`src/rtl/mf_pkg.sv`:
```
// ----------------------------------------------------------------------------
// mf_pkg
// Shared codes and types of the 5x5 median filter.
// ----------------------------------------------------------------------------
package mf_pkg;

  // request kind carried in the mode field
  localparam logic MODE_PIXEL = 1'b0;
  localparam logic MODE_FLUSH = 1'b1;

  // configuration register indexes
  localparam logic REG_WIDTH  = 1'b0;
  localparam logic REG_HEIGHT = 1'b1;

  // configuration register widths
  localparam int CFG_W_BITS    = 11;
  localparam int CFG_H_BITS    = 13;
  localparam int CFG_DATA_BITS = 13;

  // per-result flags that ride along the pipeline
  typedef struct packed {
    logic interior;
    logic last;
  } side_t;

endpackage

```
`src/rtl/mf_sort_cell.sv`:
```
// ----------------------------------------------------------------------------
// mf_sort_cell
// One insertion step: places element K into the sorted prefix of K values.
// ----------------------------------------------------------------------------
module mf_sort_cell #(
  parameter int N2 = 25,
  parameter int PB = 8,
  parameter int K  = 1
) (
  input  logic                   clk,
  input  logic                   rst_n,
  input  logic                   en,
  input  logic                   v_in,
  input  mf_pkg::side_t          side_in,
  input  logic [PB-1:0]          cen_in,
  input  logic [N2-1:0][PB-1:0]  arr_in,
  output logic                   v_r,
  output mf_pkg::side_t          side_r,
  output logic [PB-1:0]          cen_r,
  output logic [N2-1:0][PB-1:0]  arr_r
);

  logic [PB-1:0]         val;
  logic [N2-1:0][PB-1:0] arr_nxt;

  assign val = arr_in[K];

  // each slot of the prefix picks itself, the new value or its left neighbor
  always_comb begin
    for (int j = 0; j < N2; j++) begin
      if (j > K) begin
        arr_nxt[j] = arr_in[j];
      end else if (j < K && arr_in[j] <= val) begin
        arr_nxt[j] = arr_in[j];
      end else if (j == 0) begin
        arr_nxt[j] = val;
      end else if (arr_in[j-1] <= val) begin
        arr_nxt[j] = val;
      end else begin
        arr_nxt[j] = arr_in[j-1];
      end
    end
  end

  always_ff @(posedge clk) begin
    if (!rst_n) begin
      v_r <= 1'b0;
    end else if (en) begin
      v_r <= v_in;
    end
  end

  always_ff @(posedge clk) begin
    if (en) begin
      side_r <= side_in;
      cen_r  <= cen_in;
      arr_r  <= arr_nxt;
    end
  end

endmodule

```
`config.mk`:
```
export PLATFORM = sky130hd
export DESIGN_NAME = mf_sort_cell
export DESIGN_NICKNAME = d
export VERILOG_FILES = /design/src/rtl/mf_pkg.sv /design/src/rtl/mf_sort_cell.sv
export SDC_FILE = /design/constraint.sdc
export NUM_CORES = 1
export LEC_CHECK = 0
export BUFFER_PORTS_ARGS = -buffer_cell sky130_fd_sc_hd__buf_2
export CAP_MARGIN = 20
export CORE_AREA = 3 3 165 167
export DETAILED_ROUTE_END_ITERATION = 12
export DIE_AREA = 0 0 168 170
export SLEW_MARGIN = 15
export SYNTH_ARGS = -nofsm -noshare
export SYNTH_HDL_FRONTEND = slang
export SYNTH_SLANG_ARGS = --single-unit
```
`constraint.sdc`:
```
create_clock -name clk -period 2.4 [get_ports clk]
set_clock_uncertainty 0.2 [all_clocks]
set_input_delay 0.72 -clock clk [delete_from_list [all_inputs] [get_ports clk]]
set_output_delay 0.72 -clock clk [all_outputs]
set_load 0.01 [all_outputs]
```
After elaboration in Yosys (flattened, before gate mapping)
Cells that the tools add are included.
Widths: inputs -> output; s select.

cells by class
  magnitude comparators = 1
  mux-type cells = 2

operators by type and width
  operator    count
  $mux 8      2
  $le 8x8->1  1

word-level totals
  register bits = 211
  input port bits = 214
  output and inout bits = 211

Depth between registers and ports, before layout
  depth after elaboration = 2
  depth in mapped cells = 8
  depth with buffers taken out = 7

Least setup slack after synthesis
OpenSTA, ideal clock, no wires.

  path type = input -> register
  start = input port arr_in[9] (netlist bit)
  end = register arr_r[10] (netlist bit), data pin
  data required time = 1940 ps
  slack = -126 ps
  stages = 8
  arrival time = 2066 ps
  buffers on the path = 1
  path through = inv_1 -> ha_1 -> nor2b_4 -> o211ai_2 -> a21oi_2 -> o22ai_4 -> buf_12 -> mux2_4

RTL lines
  what                  RTL line            source
  from (decl)           mf_sort_cell.sv:16  input logic [N2-1:0][PB-1:0] arr_in,
  to (signal assigned)  mf_sort_cell.sv:57  arr_r <= arr_nxt;
  to (decl)             mf_sort_cell.sv:20  output logic [N2-1:0][PB-1:0] arr_r

==> metrics.csv <==
metric;value;unit
outcome;completed;
numCtsBuffers;22;
root_buffer;clkbuf_16;
place_area;9690;µm²
critPathCaptureType;flop;
first_iter_violations;250;
syn-num-nets;479;
hpwl;14900;µm
coreArea;25900;µm²
grt_pass1_vias;4456;
seq_area_frac_synth;0.927;
holdPathEnd;arr_r[27];
worstSetupPathType;in -> reg;
cp_num_buf_inv;3;
cp_max_fo;12;
setup-tns-final;0;ns
vias;4277;
start_util;0.264;
period_share;0.889;
vias_per_cell;3.95;
drv_slew;0;
min_path_type;in -> reg;
hold_slack;0.193;ns
cts.clk_slew.worst_paths;0.06;ns
final_cell_area;10400;µm²
numClockSinks;211;
vdd_ir_drop_max;0.517;mV
r2r_slack;1.61;ns
worst_r2r_startpoint;v_r;
gp_congestion;0.772;
dieArea;28600;µm²
synth.cell_area;6830;µm²
clockBufferDepth;3;
final_layout_size_suffix_gt1_frac;0.684;
track_usage;0.122;
max_freq;469;MHz
max_slew_margin;0.786;
grt_setup_unrepaired;no;
routedWlPerCell;17.4;µm
leakagePower;0.00449;µW
worstMarginPinSlew;0.321;ns
cts_setup_buffers;0;
synth_cell_types;18;
diodes;0;
die_y;170;µm
r2r_end;v_r;
ys_warn_count;0;
cts_max_level;1;
cp_cell_sequence;buf_2 > inv_12 > ha_4 > nor2b_4 > o211ai_2 > a21oi_2 > o22ai_4 > buf_12 > mux2_2;
finalSetupViolCount;0;
ant_nets;0;
min_from;arr_in[27];
first_pass_iters;6;
antenna_found_initial;5;
pin_count;425;
finalHoldViolCount;0;
die_x;168;µm
final_nets;954;
worst_r2r_path_depth;2;
period_needed;2.13;ns
drc;0;
cap_violations;0;
crit_required;2.45;ns
hold_buffers;0;
num_rows;59;
powerDensity;834;nW/µm²
cts_tree;built;
syn2layout_area_growth;52.2;%
synthCells;257;
critPathMaxStageDelay;0.33;ns
crit_path_start_kind;input port;
worstSkewPairLatency;0.50;ns
critical-path-top-delay-family;compound AO/OA/AOI/OAI gates;
hold_depth;1;
fillers;2409;
syn_area_per_cell;26.6;µm²
wirelength;18900;µm
ys_ff_latch;211;
grt_pass1_wl;26700;µm
crit_arrival;2.18;ns
grt_max_degree;39;
cts_resized;0;
grt.overflow.total;0;
cp_slowest_cell;mux2_2;
port_buffers;424;
[area by class of cell]
type | instances | area [µm²] | area share
clock buffer | 25 | 583 | 0.0561
clock inverter | 15 | 120 | 0.0116
inverter | 8 | 42.5 | 0.00409
multi-input combinational | 37 | 497 | 0.0478
sequential | 211 | 6330 | 0.609
tap | 335 | 419 | 0.0403
timing repair buffer | 452 | 2400 | 0.231
[through the flow]
stage,total power [µW],instances,setup slack [ns],utilization
3_5_place_dp,5480,1043,-0.255,0.374
5_1_grt,9080,1083,0.236,0.401
6_report,8670,1083,0.267,0.401
4_1_cts,8840,1083,0.293,0.401
2_1_floorplan,4840,257,-0.0548,-
3_3_place_gp,5460,1043,-0.230,0.374
[worst register-to-register path: cells and delay by family (launching register included)]
kind	cells	cell delay, ns
muxes	1	0.12
and+or+nand+nor	1	0.05
DFF	1	0.31
[routing by layer]
metal	global-route usage	wire, µm
met2	0.194	8850
met1	0.140	6800
met5	0	69
met4	0.0370	438
met3	0.0690	2690
[report_power, final]
| group | total [µW] | switching, µW | internal, µW |
|---|---|---|---|
| Combinational | 916 | 483 | 432 |
| Clock | 3290 | 1340 | 1950 |
| Sequential | 4460 | 71.3 | 4390 |
| Total | 8670 | 1890 | 6780 |
[worst max-delay path by stage]
stage	end	slack [ns]	start	cells after the start
floorplan	arr_r[10]	-0.05	arr_in[9]	8
global placement	arr_r[15]	-0.23	arr_in[9]	9
detailed placement	arr_r[1]	-0.26	arr_in[9]	9
CTS	arr_r[7]	0.29	arr_in[9]	9
global route	arr_r[1]	0.24	arr_in[9]	9
finish	arr_r[1]	0.27	arr_in[9]	9
[synthesized netlist by cell type, drive strengths merged]
library cell,n,area [µm²]
o21ai,1,16.3
o22ai,1,20.0
buf,1,20.0
o211ai,1,12.5
dfxtp,1,20.0
nor2b,2,20.0
mux2i,1,10.0
inv,8,30.0
a21oi,4,23.8
nand4,2,27.5
nand2,1,3.75
edfxtp,210,6310
ha,8,100
mux2,16,218
[cells in the final DEF (no fill, tap or decap), drive strengths merged, types with 2 or more instances in the layout]
cell type | synthesis | routed
a21oi | 4 | 4
buf | 1 | 451
bufinv | 0 | 2
clkbuf | 0 | 26
clkinv | 0 | 12
edfxtp | 210 | 210
ha | 8 | 8
inv | 8 | 8
mux2 | 16 | 16
nand4 | 2 | 2
nor2b | 2 | 2
[logic make-up (layout without fill, tap and decap cells)]
kind of cell	after synthesis	count (layout)	share of synthesized area
mux	17	17	0.0334
compound gates	7	7	0.0106
flops	211	211	0.927
buf+inv	9	500	0.00733
simple gates	5	5	0.00751
fa+ha+maj	8	8	0.0147
[flip-flops by register name, indices dropped and copies added (netlist names)]
| name | flops |
|---|---|
| arr_r | 200 |
| cen_r | 8 |
| side_r | 2 |
| v_r | 1 |
(Power assumes the default switching activity.)
